**src/rtl/tsac_pkg.sv**
```systemverilog
`timescale 1ns / 1ps
// ----------------------------------------------------------------------------
// tsac_pkg
// Shared types and constants of the turn-signal auto-cancel block.
// ----------------------------------------------------------------------------
package tsac_pkg;

   localparam int SESSION_ID_BITS_DEF = 32;
   localparam int SESSION_ID_PORT_BITS = 32;
   localparam int REQ_DATA_BITS = 152;
   localparam int RSP_DATA_BITS = 8;
   localparam int CSR_INDEX_BITS = 3;
   localparam int CSR_DATA_BITS = 32;
   localparam logic [15:0] HEADING_FULL_CDEG = 16'd36000;

   typedef enum logic [CSR_INDEX_BITS-1:0] {
      REG_TURN_STEER   = 3'd0,
      REG_CENTRE_STEER = 3'd1,
      REG_MIN_TURN     = 3'd2,
      REG_MIN_SPEED    = 3'd3,
      REG_MAX_GAP      = 3'd4,
      REG_MAX_JUMP     = 3'd5
   } csr_index_type;

   typedef enum logic [1:0] {
      DIR_OFF   = 2'd0,
      DIR_LEFT  = 2'd1,
      DIR_RIGHT = 2'd2,
      DIR_OTHER = 2'd3
   } dir_type;

   typedef struct packed {
      logic [10:0] turn_steer_mrad;
      logic [10:0] centre_steer_mrad;
      logic [15:0] min_turn_cdeg;
      logic [16:0] min_speed_mm_s;
      logic [31:0] max_gap_ns;
      logic [14:0] max_jump_cdeg;
   } cfg_type;

   // classified sample handed from the front to the back
   typedef struct packed {
      logic        clear;
      logic [1:0]  direction;
      logic        left;
      logic [62:0] sim_time_ns;
      logic [15:0] heading_cdeg;
      logic        speed_ok;
      logic        opposite_steer;
      logic        turning_steer;
      logic        centred_steer;
   } item_type;

   typedef struct packed {
      logic empty;
      logic full;
   } queue_status_type;

endpackage

```
**src/rtl/tsac_csr.sv**
```systemverilog
`timescale 1ns / 1ps
// ----------------------------------------------------------------------------
// tsac_csr
// Configuration register file with write-only access.
// ----------------------------------------------------------------------------
module tsac_csr
   import tsac_pkg::*;
(
   input  logic                      clock,
   input  logic                      reset,
   input  logic                      csr_we,
   input  logic [CSR_INDEX_BITS-1:0] csr_index,
   input  logic [CSR_DATA_BITS-1:0]  csr_wdata,
   output cfg_type                   cfg
);

   cfg_type cfg_ff, cfg_in;

   always_comb begin
      cfg_in = cfg_ff;
      if (csr_we) begin
         unique case (csr_index_type'(csr_index))
            REG_TURN_STEER:   cfg_in.turn_steer_mrad   = csr_wdata[10:0];
            REG_CENTRE_STEER: cfg_in.centre_steer_mrad = csr_wdata[10:0];
            REG_MIN_TURN:     cfg_in.min_turn_cdeg     = csr_wdata[15:0];
            REG_MIN_SPEED:    cfg_in.min_speed_mm_s    = csr_wdata[16:0];
            REG_MAX_GAP:      cfg_in.max_gap_ns        = csr_wdata[31:0];
            REG_MAX_JUMP:     cfg_in.max_jump_cdeg     = csr_wdata[14:0];
            default:          cfg_in = cfg_ff;
         endcase
      end
   end

   always_ff @(posedge clock) begin
      if (reset) begin
         cfg_ff.turn_steer_mrad   <= 11'd120;
         cfg_ff.centre_steer_mrad <= 11'd35;
         cfg_ff.min_turn_cdeg     <= 16'd800;
         cfg_ff.min_speed_mm_s    <= 17'd500;
         cfg_ff.max_gap_ns        <= 32'd250000000;
         cfg_ff.max_jump_cdeg     <= 15'd4500;
      end else begin
         cfg_ff <= cfg_in;
      end
   end

   assign cfg = cfg_ff;

endmodule

```
**src/rtl/tsac_front.sv**
```systemverilog
`timescale 1ns / 1ps
// ----------------------------------------------------------------------------
// tsac_front
// Sample classifier: validity, heading reduction and steering/speed tests.
// ----------------------------------------------------------------------------
module tsac_front
   import tsac_pkg::*;
#(
   parameter int SID_BITS = SESSION_ID_PORT_BITS
)
(
   input  cfg_type                         cfg,
   input  logic [1:0]                      direction,
   input  logic                            hazard,
   input  logic                            fresh,
   input  logic                            sample_valid,
   input  logic                            session_valid,
   input  logic [SESSION_ID_PORT_BITS-1:0] session_id,
   input  logic [62:0]                     sim_time_ns,
   input  logic [15:0]                     heading_cdeg,
   input  logic signed [11:0]              steering_mrad,
   input  logic signed [17:0]              speed_mm_s,
   output item_type                        item,
   output logic [SID_BITS-1:0]             sid
);

   logic               dir_active;
   logic               left;
   logic signed [12:0] side_steer;
   logic signed [12:0] centre_s;
   logic signed [12:0] turn_s;

   always_comb begin
      left       = (dir_type'(direction) == DIR_LEFT);
      dir_active = left || (dir_type'(direction) == DIR_RIGHT);
      side_steer = left ? 13'(steering_mrad) : -13'(steering_mrad);
      centre_s   = $signed({2'b00, cfg.centre_steer_mrad});
      turn_s     = $signed({2'b00, cfg.turn_steer_mrad});

      item.clear          = hazard || !dir_active || !fresh || !session_valid
                            || !sample_valid;
      item.direction      = direction;
      item.left           = left;
      item.sim_time_ns    = sim_time_ns;
      // heading below twice the full circle: one subtract reduces it
      item.heading_cdeg   = (heading_cdeg >= HEADING_FULL_CDEG)
                            ? heading_cdeg - HEADING_FULL_CDEG : heading_cdeg;
      item.speed_ok       = $signed({speed_mm_s[17], speed_mm_s})
                            >= $signed({2'b00, cfg.min_speed_mm_s});
      item.opposite_steer = side_steer < -centre_s;
      item.turning_steer  = side_steer >= turn_s;
      item.centred_steer  = (side_steer <= centre_s) && (side_steer >= -centre_s);
      sid                 = session_id[SID_BITS-1:0];
   end

endmodule

```
**src/rtl/tsac_queue.sv**
```systemverilog
`timescale 1ns / 1ps
// ----------------------------------------------------------------------------
// tsac_queue
// Two-entry show-ahead queue between the classifier and the tracker.
// ----------------------------------------------------------------------------
module tsac_queue
   import tsac_pkg::*;
#(
   parameter int DATA_BITS = 8
)
(
   input  logic                 clock,
   input  logic                 reset,
   input  logic                 push,
   input  logic [DATA_BITS-1:0] push_data,
   input  logic                 pop,
   output logic [DATA_BITS-1:0] pop_data,
   output queue_status_type     status
);

   logic [DATA_BITS-1:0] entry_ff [2];
   logic                 wr_ptr_ff, wr_ptr_in;
   logic                 rd_ptr_ff, rd_ptr_in;
   logic [1:0]           count_ff, count_in;
   logic                 do_push, do_pop;

   always_comb begin
      status.empty = (count_ff == 2'd0);
      status.full  = (count_ff == 2'd2);
      do_push      = push && !status.full;
      do_pop       = pop && !status.empty;
      wr_ptr_in    = wr_ptr_ff ^ do_push;
      rd_ptr_in    = rd_ptr_ff ^ do_pop;
      count_in     = count_ff + {1'b0, do_push} - {1'b0, do_pop};
      pop_data     = entry_ff[rd_ptr_ff];
   end

   always_ff @(posedge clock) begin
      if (reset) begin
         wr_ptr_ff <= 1'b0;
         rd_ptr_ff <= 1'b0;
         count_ff  <= 2'd0;
      end else begin
         wr_ptr_ff <= wr_ptr_in;
         rd_ptr_ff <= rd_ptr_in;
         count_ff  <= count_in;
      end
   end

   always_ff @(posedge clock) begin
      if (do_push) begin
         entry_ff[wr_ptr_ff] <= push_data;
      end
   end

endmodule

```
**src/rtl/tsac_back.sv**
```systemverilog
`timescale 1ns / 1ps
// ----------------------------------------------------------------------------
// tsac_back
// Turn tracker: keeps the tracking state and registers one decision per sample.
// ----------------------------------------------------------------------------
module tsac_back
   import tsac_pkg::*;
#(
   parameter int SID_BITS = SESSION_ID_PORT_BITS
)
(
   input  logic                clock,
   input  logic                reset,
   input  cfg_type             cfg,
   input  logic                q_valid,
   input  item_type            q_item,
   input  logic [SID_BITS-1:0] q_sid,
   output logic                q_pop,
   output logic                rsp_valid,
   input  logic                rsp_ready,
   output logic                rsp_cancel,
   output logic                rsp_armed
);

   logic [1:0]          dir_ff, dir_in;
   logic [SID_BITS-1:0] sess_ff, sess_in;
   logic                have_ff, have_in;
   logic [62:0]         last_t_ff, last_t_in;
   logic [15:0]         last_h_ff, last_h_in;
   logic                wait_ff, wait_in;
   logic                seen_ff, seen_in;
   logic [15:0]         accum_ff, accum_in;
   logic                out_valid_ff, out_valid_in;
   logic                cancel_ff, cancel_in;
   logic                armed_ff, armed_in;

   logic               restart;
   logic               have_e;
   logic [62:0]        dt;
   logic signed [16:0] dh_raw;
   logic signed [16:0] dh;
   logic [16:0]        dh_abs;
   logic signed [17:0] acc_sum;
   logic               rearm;

   assign q_pop = q_valid && (!out_valid_ff || rsp_ready);

   always_comb begin
      dir_in       = dir_ff;
      sess_in      = sess_ff;
      have_in      = have_ff;
      last_t_in    = last_t_ff;
      last_h_in    = last_h_ff;
      wait_in      = wait_ff;
      seen_in      = seen_ff;
      accum_in     = accum_ff;
      cancel_in    = cancel_ff;
      armed_in     = armed_ff;
      out_valid_in = out_valid_ff && !rsp_ready;

      restart = (q_item.direction != dir_ff) || (q_sid != sess_ff)
                || (have_ff && (q_item.sim_time_ns < last_t_ff));
      have_e  = have_ff && !restart;
      dt      = have_e ? q_item.sim_time_ns - last_t_ff : 63'd0;
      dh_raw  = $signed({1'b0, q_item.heading_cdeg}) - $signed({1'b0, last_h_ff});
      if (!have_e) begin
         dh = 17'sd0;
      end else if (dh_raw > 17'sd18000) begin
         dh = dh_raw - 17'sd36000;
      end else if (dh_raw < -17'sd18000) begin
         dh = dh_raw + 17'sd36000;
      end else begin
         dh = dh_raw;
      end
      dh_abs  = dh[16] ? 17'(-dh) : 17'(dh);
      rearm   = (dt > {31'd0, cfg.max_gap_ns}) || (dh_abs > {2'b00, cfg.max_jump_cdeg});
      // a restart starts the accumulation from zero
      acc_sum = $signed({2'b00, (have_e ? accum_ff : 16'd0)})
                + (q_item.left ? -18'(dh) : 18'(dh));

      if (q_pop) begin
         out_valid_in = 1'b1;
         cancel_in    = 1'b0;
         if (q_item.clear) begin
            dir_in    = DIR_OFF;
            sess_in   = '0;
            have_in   = 1'b0;
            last_t_in = '0;
            last_h_in = '0;
            wait_in   = 1'b0;
            seen_in   = 1'b0;
            accum_in  = '0;
            armed_in  = 1'b0;
         end else if (have_e && (q_item.sim_time_ns == last_t_ff)) begin
            // repeated timestamp: hold everything
            armed_in = wait_ff;
         end else begin
            dir_in    = q_item.direction;
            sess_in   = q_sid;
            have_in   = 1'b1;
            last_t_in = q_item.sim_time_ns;
            last_h_in = q_item.heading_cdeg;
            wait_in   = have_e && wait_ff;
            seen_in   = have_e && seen_ff;
            accum_in  = have_e ? accum_ff : 16'd0;
            if (rearm) begin
               wait_in  = 1'b0;
               seen_in  = 1'b0;
               accum_in = '0;
            end else if (q_item.speed_ok) begin
               if (!wait_in) begin
                  if (q_item.opposite_steer) begin
                     seen_in  = 1'b0;
                     accum_in = '0;
                  end else begin
                     seen_in = seen_in || q_item.turning_steer;
                     if (seen_in) begin
                        priority if (acc_sum < 18'sd0) begin
                           accum_in = '0;
                        end else if (acc_sum > 18'sd65535) begin
                           accum_in = 16'hFFFF;
                        end else begin
                           accum_in = acc_sum[15:0];
                        end
                        wait_in = (accum_in >= cfg.min_turn_cdeg);
                     end
                  end
               end
               if (!q_item.opposite_steer && wait_in && q_item.centred_steer) begin
                  cancel_in = 1'b1;
                  dir_in    = DIR_OFF;
                  sess_in   = '0;
                  have_in   = 1'b0;
                  last_t_in = '0;
                  last_h_in = '0;
                  wait_in   = 1'b0;
                  seen_in   = 1'b0;
                  accum_in  = '0;
               end
            end
            armed_in = wait_in;
         end
      end
   end

   always_ff @(posedge clock) begin
      if (reset) begin
         dir_ff       <= DIR_OFF;
         sess_ff      <= '0;
         have_ff      <= 1'b0;
         last_t_ff    <= '0;
         last_h_ff    <= '0;
         wait_ff      <= 1'b0;
         seen_ff      <= 1'b0;
         accum_ff     <= '0;
         out_valid_ff <= 1'b0;
      end else begin
         dir_ff       <= dir_in;
         sess_ff      <= sess_in;
         have_ff      <= have_in;
         last_t_ff    <= last_t_in;
         last_h_ff    <= last_h_in;
         wait_ff      <= wait_in;
         seen_ff      <= seen_in;
         accum_ff     <= accum_in;
         out_valid_ff <= out_valid_in;
      end
   end

   always_ff @(posedge clock) begin
      cancel_ff <= cancel_in;
      armed_ff  <= armed_in;
   end

   assign rsp_valid  = out_valid_ff;
   assign rsp_cancel = cancel_ff;
   assign rsp_armed  = armed_ff;

endmodule

```
**src/rtl/turn_signal_auto_cancel.sv**
```systemverilog
`timescale 1ns / 1ps
// ----------------------------------------------------------------------------
// turn_signal_auto_cancel
// Decides per vehicle-state sample whether a turn indicator self-cancels.
// ----------------------------------------------------------------------------
// Usage:
//   req_*  : one vehicle-state sample per transaction (tvalid/tready/tdata).
//   rsp_*  : one decision per sample, in order: cancel and armed flags.
//   csr_*  : write-only register port; write only while the block is idle.
// Flow: the sample is classified on entry and written into a two-entry queue;
//   the tracker pops one entry per cycle unless a held response stalls it,
//   updates its state and loads the response register, raising rsp_tvalid.
// Throughput: one sample per cycle while rsp_tready is high; the tracker update
//   (timestamp compare, heading delta and accumulate) is combinational.
// Stall: while rsp_tready is low the response register holds, the queue fills
//   and req_tready drops once both queue entries are taken.
// Reset: synchronous, active high; clears tracking state, empties the queue and
//   restores the register defaults. Samples are accepted once reset is low.
// ----------------------------------------------------------------------------
module turn_signal_auto_cancel
   import tsac_pkg::*;
#(
   parameter int SESSION_ID_BITS = SESSION_ID_BITS_DEF
)
(
   input  logic                      clock,
   input  logic                      reset,
   input  logic                      req_tvalid,
   output logic                      req_tready,
   // direction[1:0], hazard, fresh, sample_valid, session_valid,
   // session_id[31:0], sim_time_ns[62:0], heading_cdeg[15:0],
   // steering_mrad[11:0], speed_mm_s[17:0], zero fill
   input  logic [REQ_DATA_BITS-1:0]  req_tdata,
   output logic                      rsp_tvalid,
   input  logic                      rsp_tready,
   // cancel, armed, zero fill
   output logic [RSP_DATA_BITS-1:0]  rsp_tdata,
   input  logic                      csr_we,
   input  logic [CSR_INDEX_BITS-1:0] csr_index,
   input  logic [CSR_DATA_BITS-1:0]  csr_wdata
);

   localparam int SidBits = (SESSION_ID_BITS < SESSION_ID_PORT_BITS)
                            ? SESSION_ID_BITS : SESSION_ID_PORT_BITS;
   localparam int QBits   = $bits(item_type) + SidBits;

   cfg_type          cfg;
   item_type         front_item;
   logic [SidBits-1:0] front_sid;
   logic [QBits-1:0] q_out;
   queue_status_type q_status;
   logic             q_pop;
   logic             rsp_cancel;
   logic             rsp_armed;

   tsac_csr u_csr (
      .clock     (clock),
      .reset     (reset),
      .csr_we    (csr_we),
      .csr_index (csr_index),
      .csr_wdata (csr_wdata),
      .cfg       (cfg)
   );

   tsac_front #(.SID_BITS(SidBits)) u_front (
      .cfg           (cfg),
      .direction     (req_tdata[1:0]),
      .hazard        (req_tdata[2]),
      .fresh         (req_tdata[3]),
      .sample_valid  (req_tdata[4]),
      .session_valid (req_tdata[5]),
      .session_id    (req_tdata[37:6]),
      .sim_time_ns   (req_tdata[100:38]),
      .heading_cdeg  (req_tdata[116:101]),
      .steering_mrad (req_tdata[128:117]),
      .speed_mm_s    (req_tdata[146:129]),
      .item          (front_item),
      .sid           (front_sid)
   );

   tsac_queue #(.DATA_BITS(QBits)) u_queue (
      .clock     (clock),
      .reset     (reset),
      .push      (req_tvalid),
      .push_data ({front_sid, front_item}),
      .pop       (q_pop),
      .pop_data  (q_out),
      .status    (q_status)
   );

   // refuse transactions while reset is held
   assign req_tready = !q_status.full && !reset;

   tsac_back #(.SID_BITS(SidBits)) u_back (
      .clock      (clock),
      .reset      (reset),
      .cfg        (cfg),
      .q_valid    (!q_status.empty),
      .q_item     (item_type'(q_out[$bits(item_type)-1:0])),
      .q_sid      (q_out[QBits-1:$bits(item_type)]),
      .q_pop      (q_pop),
      .rsp_valid  (rsp_tvalid),
      .rsp_ready  (rsp_tready),
      .rsp_cancel (rsp_cancel),
      .rsp_armed  (rsp_armed)
   );

   assign rsp_tdata = {{(RSP_DATA_BITS-2){1'b0}}, rsp_armed, rsp_cancel};

`ifndef NO_ASSERTIONS
   // a cancel always drops the armed latch in the same decision
   a_cancel_not_armed: assert property (@(posedge clock) disable iff (reset)
      rsp_tvalid |-> !(rsp_tdata[0] && rsp_tdata[1]))
      else $error("cancel reported while still armed");

   // no response appears without a queued sample behind it
   a_no_phantom_rsp: assert property (@(posedge clock) disable iff (reset)
      (!rsp_tvalid && q_status.empty) |=> !rsp_tvalid)
      else $error("response without a queued sample");

   // reset leaves queue empty and no response pending
   a_reset_clean: assert property (@(posedge clock)
      reset |=> (!rsp_tvalid && q_status.empty))
      else $error("state not cleared by reset");
`endif

endmodule
```
**config.mk**
```make
export PLATFORM = sky130hd
export DESIGN_NAME = turn_signal_auto_cancel
export DESIGN_NICKNAME = d
export VERILOG_FILES = /design/src/rtl/tsac_pkg.sv /design/src/rtl/tsac_csr.sv /design/src/rtl/tsac_front.sv /design/src/rtl/tsac_queue.sv /design/src/rtl/tsac_back.sv /design/src/rtl/turn_signal_auto_cancel.sv
export SDC_FILE = /design/constraint.sdc
export NUM_CORES = 1
export LEC_CHECK = 0
export BUFFER_PORTS_ARGS = -buffer_cell sky130_fd_sc_hd__buf_2
export CAP_MARGIN = 25
export CORE_ASPECT_RATIO = 0.7
export CORE_MARGIN = 3
export CORE_UTILIZATION = 45
export DETAILED_ROUTE_END_ITERATION = 12
export GPL_TIMING_DRIVEN = 0
export SLEW_MARGIN = 10
export SYNTH_ARGS = -nofsm -noshare
export SYNTH_HDL_FRONTEND = slang
export SYNTH_SLANG_ARGS = --single-unit
```
**constraint.sdc**
```tcl
create_clock -name clock -period 15.74 [get_ports clock]
set_clock_uncertainty 0.15 [all_clocks]
set_input_delay 4.722 -clock clock [delete_from_list [all_inputs] [get_ports clock]]
set_output_delay 4.722 -clock clock [all_outputs]
set_load 0.05 [all_outputs]
```
## Word-level counts from Yosys, hierarchy flattened

Memories as Yosys holds them, arrays and structs flattened. A register that Yosys moved wholly into a read port is not among the register bits.
Index checks and enable logic that the tools add are counted.

- Register bits: 241
- RAM bits: 238
- Input port bits: 192
- Output and inout bits: 10
- Word-level logic and storage cells: 183
- Memories kept: 1

- $add $sub $neg: 12
- $lt $le $gt $ge: 14
- Equality and inequality tests: 12
- Multiplexer cells: 77
- Bitwise logic cells: 3
- Reduce and logical (&&, ||, !) cells: 44

Memories:

| memory | depth | bits a word | read ports | clocked after memory_dff | write ports | line | source |
|---|---|---|---|---|---|---|---|
| u_queue.entry_ff | 2 | 119 | 1 | 1 | 1 | tsac_queue.sv:21 | `logic [DATA_BITS-1:0] entry_ff [2];` |

Operators by type and width:

| kind | count |
|---|---|
| two-way mux 16 bit | 25 |
| two-way mux 63 bit | 6 |
| two-way mux 32 bit | 5 |
| two-way mux 17 bit | 4 |
| == test 63 bit | 1 |
| > comparator 63 x 32 -> 1 bit | 1 |
| < comparator 63 bit | 1 |
| subtractor 63 bit | 1 |
| inequality test 32 bit | 1 |
| two-way mux 1 bit | 30 |
| adder 17 x 18 -> 18 bit | 1 |
| greater-or-equal comparator 18 bit | 1 |
| > comparator 18 x 17 -> 1 bit (second input constant) | 1 |
| < comparator 18 x 1 -> 1 bit (second input constant) | 1 |
| two-way mux 18 bit | 1 |
| negator 17 -> 18 bit | 1 |
| adder 17 bit (second input constant) | 1 |
| > comparator 17 x 15 -> 1 bit | 1 |
| > comparator 17 x 16 -> 1 bit (second input constant) | 1 |
| < comparator 17 x 16 -> 1 bit (second input constant) | 1 |
| negator 17 bit | 1 |
| subtractor 16 x 16 -> 17 bit | 1 |
| subtractor 17 bit (second input constant) | 1 |
| greater-or-equal comparator 16 bit | 1 |
| 28 further kinds | 73 |

## Logic depth before layout (Yosys ltp)

Gate-level depths: netlist of the first run.

- Depth in word-level cells: 36
- Depth in mapped cells: 53
- Mapped depth without buffers: 44

## By module

From an unflattened synthesis of the first run, not the netlist that was laid out.

- Cell total of the unflattened synthesis: 3234
- Area, all modules: 30875.9 µm²

By module, submodules not included:

| module | instances | cells each | area each (µm²) | sequential area each (µm²) |
|---|---|---|---|---|
| tsac_back | 1 | 2067 | 15155.8 | 2722.6 |
| tsac_queue | 1 | 393 | 8807.2 | 7226.9 |
| tsac_csr | 1 | 391 | 4105.2 | 2042.0 |
| tsac_front | 1 | 372 | 2736.4 | 0.0 |
| turn_signal_auto_cancel | 1 | 11 | 71.3 | 0.0 |

## Worst setup path before layout of the first run

No wires, ideal clock.

- Path kind: register to register
- Start: register, netlist name u_queue.rd_ptr_ff
- End: register u_back.accum_ff[11]
- Setup time: 0.070 ns
- Arrival: 11.830 ns
- Data required time: 15.520 ns
- Setup slack: 3.690 ns
- Cell stages (with the launch flop): 52
- Buffers on the path: 11
- Clock period less this slack: 12.050 ns
- Path through: dfxtp_1 clkbuf_1 buf_2 buf_2 clkbuf_1 buf_1 mux2_2 ha_1 clkbuf_1 nand2_1 nor4_1 a22oi_1 and2_1 o32ai_2 o21a_1 o21ai_0 clkbuf_1 clkbuf_1 (+16 left out) o21ai_1 xnor2_1 clkbuf_1 nor2_1 ha_1 a21o_1 a21o_1 a21o_1 a21o_1 a2111oi_0 nor4_1 or2_2 a31oi_1 or4b_2 o31ai_1 nand2_1 and4_1 a21oi_1

RTL lines:

| what | line | source |
|---|---|---|
| end signal, assigned | tsac_back.sv:165 | `accum_ff <= accum_in;` |
| end, declared | tsac_back.sv:32 | `logic [15:0] accum_ff, accum_in;` |

==> results of run 1 <==
==> per-stage QoR <==
stage	instance area, um^2	power (mW)	hold slack (ns)	utilization (%)
floorplan	28900	3.26	0.273	-
global placement	30900	3.89	0.285	48.8
detailed placement	31000	3.91	0.287	49.0
CTS	32700	5.13	0.296	51.7
global route	32800	5.45	0.313	51.8
finish	32800	5.14	0.295	51.8
==> per-layer routing <==
layer  track usage (%)  up-vias  routed length (um)
met1              37.1    11700               41800
met5                 0        -                  13
met3              5.77      127                6870
met2              35.8      723               34900
met4              7.24        2                2430
li1                  -    11800                   -
==> report_power, final <==
| part | switching (mW) | internal (mW) | total (mW) |
|---|---|---|---|
| clock network | 0.529 | 0.677 | 1.21 |
| registers | 0.0471 | 1.46 | 1.51 |
| logic | 1.55 | 0.867 | 2.42 |
| total | 2.13 | 3.01 | 5.14 |
==> worst min-delay path, cell delays in order (launching register included) <==
cell and delay (ns):
dfxtp_1 0.31, nand2_1 0.05, o21ai_1 0.05
==> how the worst min path moves through the flow <==
stage	from	end	slack [ns]
after CTS	u_back.accum_ff[7]	u_back.accum_ff[7]	0.30
after global placement	u_back.accum_ff[6]	u_back.accum_ff[6]	0.28
after global routing	u_back.accum_ff[3]	u_back.accum_ff[3]	0.31
after detailed placement	u_back.accum_ff[7]	u_back.accum_ff[7]	0.29
final	u_back.accum_ff[7]	u_back.accum_ff[7]	0.30
after floorplan	u_back.accum_ff[10]	u_back.accum_ff[10]	0.27
==> area by class of cell <==
cell class	instances	area [um^2]
fillers	5795	30500
multi-input cells	2269	15600
flip-flops and latches	479	12000
clock buffers	63	1370
repair buffers	196	1080
well taps	829	1040
inverters	226	848
plain buffers	136	569
clock inverters	31	312
diodes	1	2.50
==> registers in the layout, summed over array words and instances, names as in the netlist <==
register and cells:
u_queue.entry_ff 238, u_csr.cfg 102, u_back.last_t_ff 63, u_back.sess_ff 32, u_back.accum_ff 16, u_back.last_h_ff 16, u_back.dir_ff 2, u_queue.count_ff 2
u_back.have_ff 1, u_back.rsp_armed 1, u_back.rsp_cancel 1, u_back.rsp_valid 1, u_back.seen_ff 1, u_back.wait_ff 1, u_queue.rd_ptr_ff 1, u_queue.wr_ptr_ff 1
==> synthesized netlist by cell type (12+ instances only) <==
master    instances  share of area (%)
xor2_1           51                1.5
mux2_2           84                3.3
nor2b_1          27               0.59
nand2b_1         37               0.80
a21o_1           66                1.7
a211oi_1         15               0.39
o21bai_1         13               0.34
or2_2            12               0.26
a32o_1           76                2.6
nand4_1          48                1.0
inv_1           226                2.9
edfxtp_1        240                 25
mux2i_1          46                1.6
o22ai_1          15               0.33
a31oi_1          23               0.50
o21a_1           30               0.78
nand2_1         375                4.9
dfxtp_1         239                 17
ha_1            220                9.5
nand3_1          51               0.88
nor4_1           42               0.91
o21ai_0         138                2.4
and3_1           39               0.85
a21oi_1         246                4.3
nor3_1           55               0.95
nor2_1          203                2.6
or3_1            13               0.28
clkbuf_1        110                1.4
nand3b_1         27               0.70
a211o_1          18               0.55
and2_1           23               0.50
xnor2_1         105                3.2
==> logic make-up after synthesis <==
| group | Yosys count |
|---|---|
| other | 1 |
| buffers and inverters | 363 |
| AOI/OAI and AO/OA | 760 |
| and+or+nand+nor | 993 |
| adders and majority gates | 223 |
| xor gates and xnor gates | 157 |
| DFF | 479 |
| muxes | 130 |
==> results.py, run 1 <==
metrics = {
    "timing": {
        "setup_violations": 0,
        "worst_slack_ns": 1.19,
        "fin_crit_ns": 14.55,
        "fmax_mhz": 68.7,
        "slew_headroom_pct": 28.6,
        "slew_violations": 0,
        "tightestPinTransition_ns": 1.04,
        "post-route-period-util_pct": 92.4,
        "tns_ns": 0,
        "hold_violations": 0,
    },
    "power": {
        "p_per_area_mw_per_mm2": 157,
        "p_leak_nw": 12.7,
        "vdd_drop_max_mv": 0.102,
    },
    "synthesis": {
        "synth_simple_gate_area_share_pct": 16.5,
        "ys_ff_latch": 479,
        "synthXorXnorAreaFrac_pct": 4.83,
        "synth_mux_area_share_pct": 4.87,
        "async_flop_share_pct": 0,
        "synth_compound_area_share_pct": 17.6,
        "synth_edf_count": 240,
        "syn_area_mm2": 0.0289,
        "ys.flop_type": "edfxtp_1",
        "syn_inst": 3106,
        "yosysUniqueCellTypes": 90,
        "ys_seq_area_share_pct": 41.5,
        "synth_top_family_by_area": "compound AO/OA/AOI/OAI gates",
        "synthAdderAreaFrac_pct": 9.74,
        "avgSynthCellArea_um2": 9.30,
        "yosysWarnings": 0,
    },
    "worst_setup_path": {
        "r2r-end": "u_back.accum_ff[14]",
        "slowest_stage": "clkdlybuf4s15_1",
        "crit_cells": 50,
        "max_stage_delay_ns": 0.67,
        "required_ns": 16.11,
        "cpLargestDelayFamily": "compound AO/OA/AOI/OAI gates",
        "crit_path_max_fanout": 14,
        "worstSetupEndpoint": "u_back.accum_ff[14]",
        "startpoint": "u_queue.rd_ptr_ff",
        "worst_ep_arrival_time_ns": 14.92,
        "startpoint_type": "flip-flop",
        "critPathKind": "flip-flop to flip-flop",
        "critPathCaptureType": "flip-flop",
        "crit_buf_inv": 12,
        "reg2reg_depth": 50,
        "r2r-start": "u_queue.rd_ptr_ff",
        "regToRegSetupSlack_ns": 1.19,
    },
    "floorplanning": {
        "num_rows": 77,
        "core_area_mm2": 0.0633,
        "fp.dieH_um": 218,
        "die_w_um": 309,
        "start_util_pct": 45.6,
        "io_pins": 202,
        "dieArea_mm2": 0.0673,
    },
    "clocking": {
        "post-cts-setup-buffer-count": 0,
        "cts_resized": 5,
        "clk_path_buf_depth": 3,
        "numCtsBuffers": 50,
        "clkTransAtPathRegs_ns": 0.06,
        "clock_latency_ns": 0.63,
        "cts-root-buf": "clkbuf_16",
        "ctsHtreeMaxLevel": 2,
        "cts_tree": "done",
        "holdBufCountCts": 0,
        "cts_sinks": 479,
    },
    "route": {
        "drt_first_pass_iters": 6,
        "drt-initial-drc-count": 2136,
        "routedWlPerCell_um": 20.3,
        "drcViolationCount": 0,
        "vias": 24300,
        "drt-total-wl_um": 86000,
        "via_per_inst": 5.74,
        "postRouteAntennaNets": 0,
    },
    "min_path": {
        "whs_path_depth": 2,
        "holdCritPathClass": "flip-flop to flip-flop",
    },
    "placed_design": {
        "numPortBuffers": 189,
        "hpwlAfterDp_um": 67500,
        "pre_cts_ws_ns": -0.339,
        "dp_cells": 4135,
        "gp_congestion": 0.938,
    },
    "outcome": {
        "outcome": "finished clean",
    },
    "layout": {
        "layout_commonest_cell": "nand2_1",
        "area_delta_synth_final_pct": 13.5,
        "finalNonFillerCells": 4230,
        "fin_nets": 3773,
        "most-common-layout-cells": "nand2_1 (375), a21oi_1 (246), edfxtp_1 (240)",
        "drive_gt1_share_pct": 12.7,
    },
    "grt": {
        "grt_pass1_wl_um": 130000,
        "grt_overflow": 0,
        "antenna_found_initial": 2,
        "grtUsageTotal_pct": 24.9,
        "grt_pass1_vias": 22900,
        "grt_max_degree": 58,
    },
    "run": {
        "max-cap-violations": 0,
    },
}
Power figures use the tool's default switching activity.
==> run 2: changes to the inputs <==
--- a/config.mk
+++ b/config.mk
@@ -10,8 +10,8 @@
 export CORE_ASPECT_RATIO = 0.7
 export CORE_MARGIN = 3
 export CORE_UTILIZATION = 45
+export CTS_CLUSTER_DIAMETER = 40
 export DETAILED_ROUTE_END_ITERATION = 12
-export GPL_TIMING_DRIVEN = 0
 export SLEW_MARGIN = 10
 export SYNTH_ARGS = -nofsm -noshare
 export SYNTH_HDL_FRONTEND = slang
==> results.py, run 2 (synthesized netlist as in run 1, its figures left out) <==
metrics = {
    "power": {
        "p_leak_nw": 12.7,
        "p_per_area_mw_per_mm2": 163,
        "vdd_drop_max_mv": 0.107,
        "power_mw": 5.33,
    },
    "timing": {
        "worst_slack_ns": 2.44,
        "tightestPinTransition_ns": 1.12,
        "slew_violations": 0,
        "setup_violations": 0,
        "fmax_mhz": 75.2,
        "grt_setup_unrepaired": "false",
        "post-route-period-util_pct": 84.5,
        "tns_ns": 0,
        "hold_violations": 0,
        "fin_crit_ns": 13.30,
        "slew_headroom_pct": 24.6,
        "worst_hold_slack_ns": 0.294,
    },
    "layout": {
        "fillCellCount": 5795,
        "area_delta_synth_final_pct": 13.6,
        "finalNonFillerCells": 4135,
        "most-common-layout-cells": "nand2_1 (374), a21oi_1 (246), edfxtp_1 (240)",
        "top_register": "u_queue.entry_ff",
        "fin_nets": 3667,
        "drive_gt1_share_pct": 13.5,
        "largest_register_ffs": 238,
        "num_antenna_cells": 0,
        "layout_commonest_cell": "nand2_1",
    },
    "clocking": {
        "clock_latency_ns": 0.63,
        "ctsHtreeMaxLevel": 3,
        "numCtsBuffers": 66,
        "cts_resized": 0,
        "clk_path_buf_depth": 3,
        "clkTransAtPathRegs_ns": 0.06,
        "post-cts-setup-buffer-count": 0,
        "cts_tree": "done",
        "holdBufCountCts": 0,
        "cts_sinks": 479,
        "cts-root-buf": "clkbuf_16",
    },
    "worst_setup_path": {
        "regToRegSetupSlack_ns": 2.44,
        "crit_buf_inv": 1,
        "r2r-start": "u_queue.rd_ptr_ff",
        "reg2reg_depth": 42,
        "required_ns": 16.11,
        "crit_path_max_fanout": 55,
        "worst_ep_arrival_time_ns": 13.67,
        "critPathCaptureType": "flip-flop",
        "slowest_stage": "o21ai_1",
        "critPathKind": "flip-flop to flip-flop",
        "cpLargestDelayFamily": "compound AO/OA/AOI/OAI gates",
        "startpoint": "u_queue.rd_ptr_ff",
        "worstSetupEndpoint": "u_back.accum_ff[11]",
        "path_common_cell": "o21ai_0",
        "startpoint_type": "flip-flop",
        "max_stage_delay_ns": 0.87,
        "r2r-end": "u_back.accum_ff[11]",
        "crit_cells": 42,
    },
    "route": {
        "via_per_inst": 5.75,
        "drt-initial-drc-count": 2007,
        "postRouteAntennaNets": 0,
        "drt-total-wl_um": 80200,
        "drt_first_pass_iters": 6,
        "vias": 23800,
        "routedWlPerCell_um": 19.4,
        "drcViolationCount": 0,
    },
    "grt": {
        "grt_pass1_wl_um": 125000,
        "grt_max_degree": 79,
        "antenna_found_initial": 0,
        "grt_pass1_vias": 22600,
        "grt_overflow": 0,
        "grtUsageTotal_pct": 23.5,
    },
    "placed_design": {
        "dp_cells": 4013,
        "numPortBuffers": 190,
        "gp_congestion": 0.933,
        "pre_cts_ws_ns": 2.66,
        "hpwlAfterDp_um": 59900,
    },
    "floorplanning": {
        "start_util_pct": 45.6,
        "num_rows": 77,
        "core_area_mm2": 0.0633,
        "fp.dieH_um": 218,
        "die_w_um": 309,
        "io_pins": 202,
        "dieArea_mm2": 0.0673,
    },
    "min_path": {
        "worstHoldStart": "u_back.accum_ff[6]",
        "whs_path_depth": 2,
        "holdCritPathClass": "flip-flop to flip-flop",
    },
    "run": {
        "max-cap-violations": 0,
    },
    "outcome": {
        "outcome": "finished clean",
    },
}
## run 2: cell count changes in the layout (fill, tap and decap cells not counted), sizes merged
cell           previous run  this run
bufinv                    3         4
clkdlybuf4s15             1         0
clkinvlp                  5         0
buf                     222       210
clkinv                   18        19
diode                     1         0
clkbuf                  172        81
inv                     231       244
## run 2: where the power goes
| part | total, mW | switching, mW | internal (mW) | leakage (nW) |
|---|---|---|---|---|
| Clock | 1.50 | 0.611 | 0.887 | 1.09 |
| Sequential | 1.53 | 0.0648 | 1.47 | 4.17 |
| Combinational | 2.30 | 1.45 | 0.848 | 7.47 |
| Total | 5.33 | 2.13 | 3.20 | 12.7 |
## run 2: metrics by stage
stage | instance area, um^2 | util (%)
2_1_floorplan | 28900 | -
3_3_place_gp | 30500 | 48.3
3_5_place_dp | 30600 | 48.3
4_1_cts | 32800 | 51.8
5_1_grt | 32800 | 51.8
6_report | 32800 | 51.8
## run 2: final cells by class
cell class	count	area (um^2)	area share, %
clock buffer	81	1750	5.34
clock inverter	41	484	1.48
inverter	226	848	2.59
multi-input combinational	2269	15600	47.4
sequential	479	12000	36.6
tap	829	1040	3.16
timing repair buffer	210	1120	3.40
## run 2: worst min-delay path by stage
stage | endpoint | slack [ns]
finish | u_back.accum_ff[6] | 0.29
global route | u_back.accum_ff[6] | 0.32
CTS | u_back.accum_ff[6] | 0.29
detailed placement | u_back.accum_ff[6] | 0.29
global placement | u_back.accum_ff[3] | 0.29
floorplan | u_back.accum_ff[10] | 0.27
## run 2: worst register-to-register path: cells and delay by family, from the launching register on
family	cells	cell delay (ns)
buffers and inverters	1	0.41
DFF	1	0.84
AOI/OAI and AO/OA	23	6.74
muxes	1	0.49
xor gates and xnor gates	1	0.34
and+or+nand+nor	12	2.77
adders and majority gates	4	1.47
## run 2: routing by layer
| metal | track usage [%] | wire [um] |
|---|---|---|
| met5 | 0 | 0 |
| met4 | 5.95 | 1710 |
| met3 | 4.11 | 5030 |
| met2 | 34.8 | 34000 |
| met1 | 35.3 | 39500 |
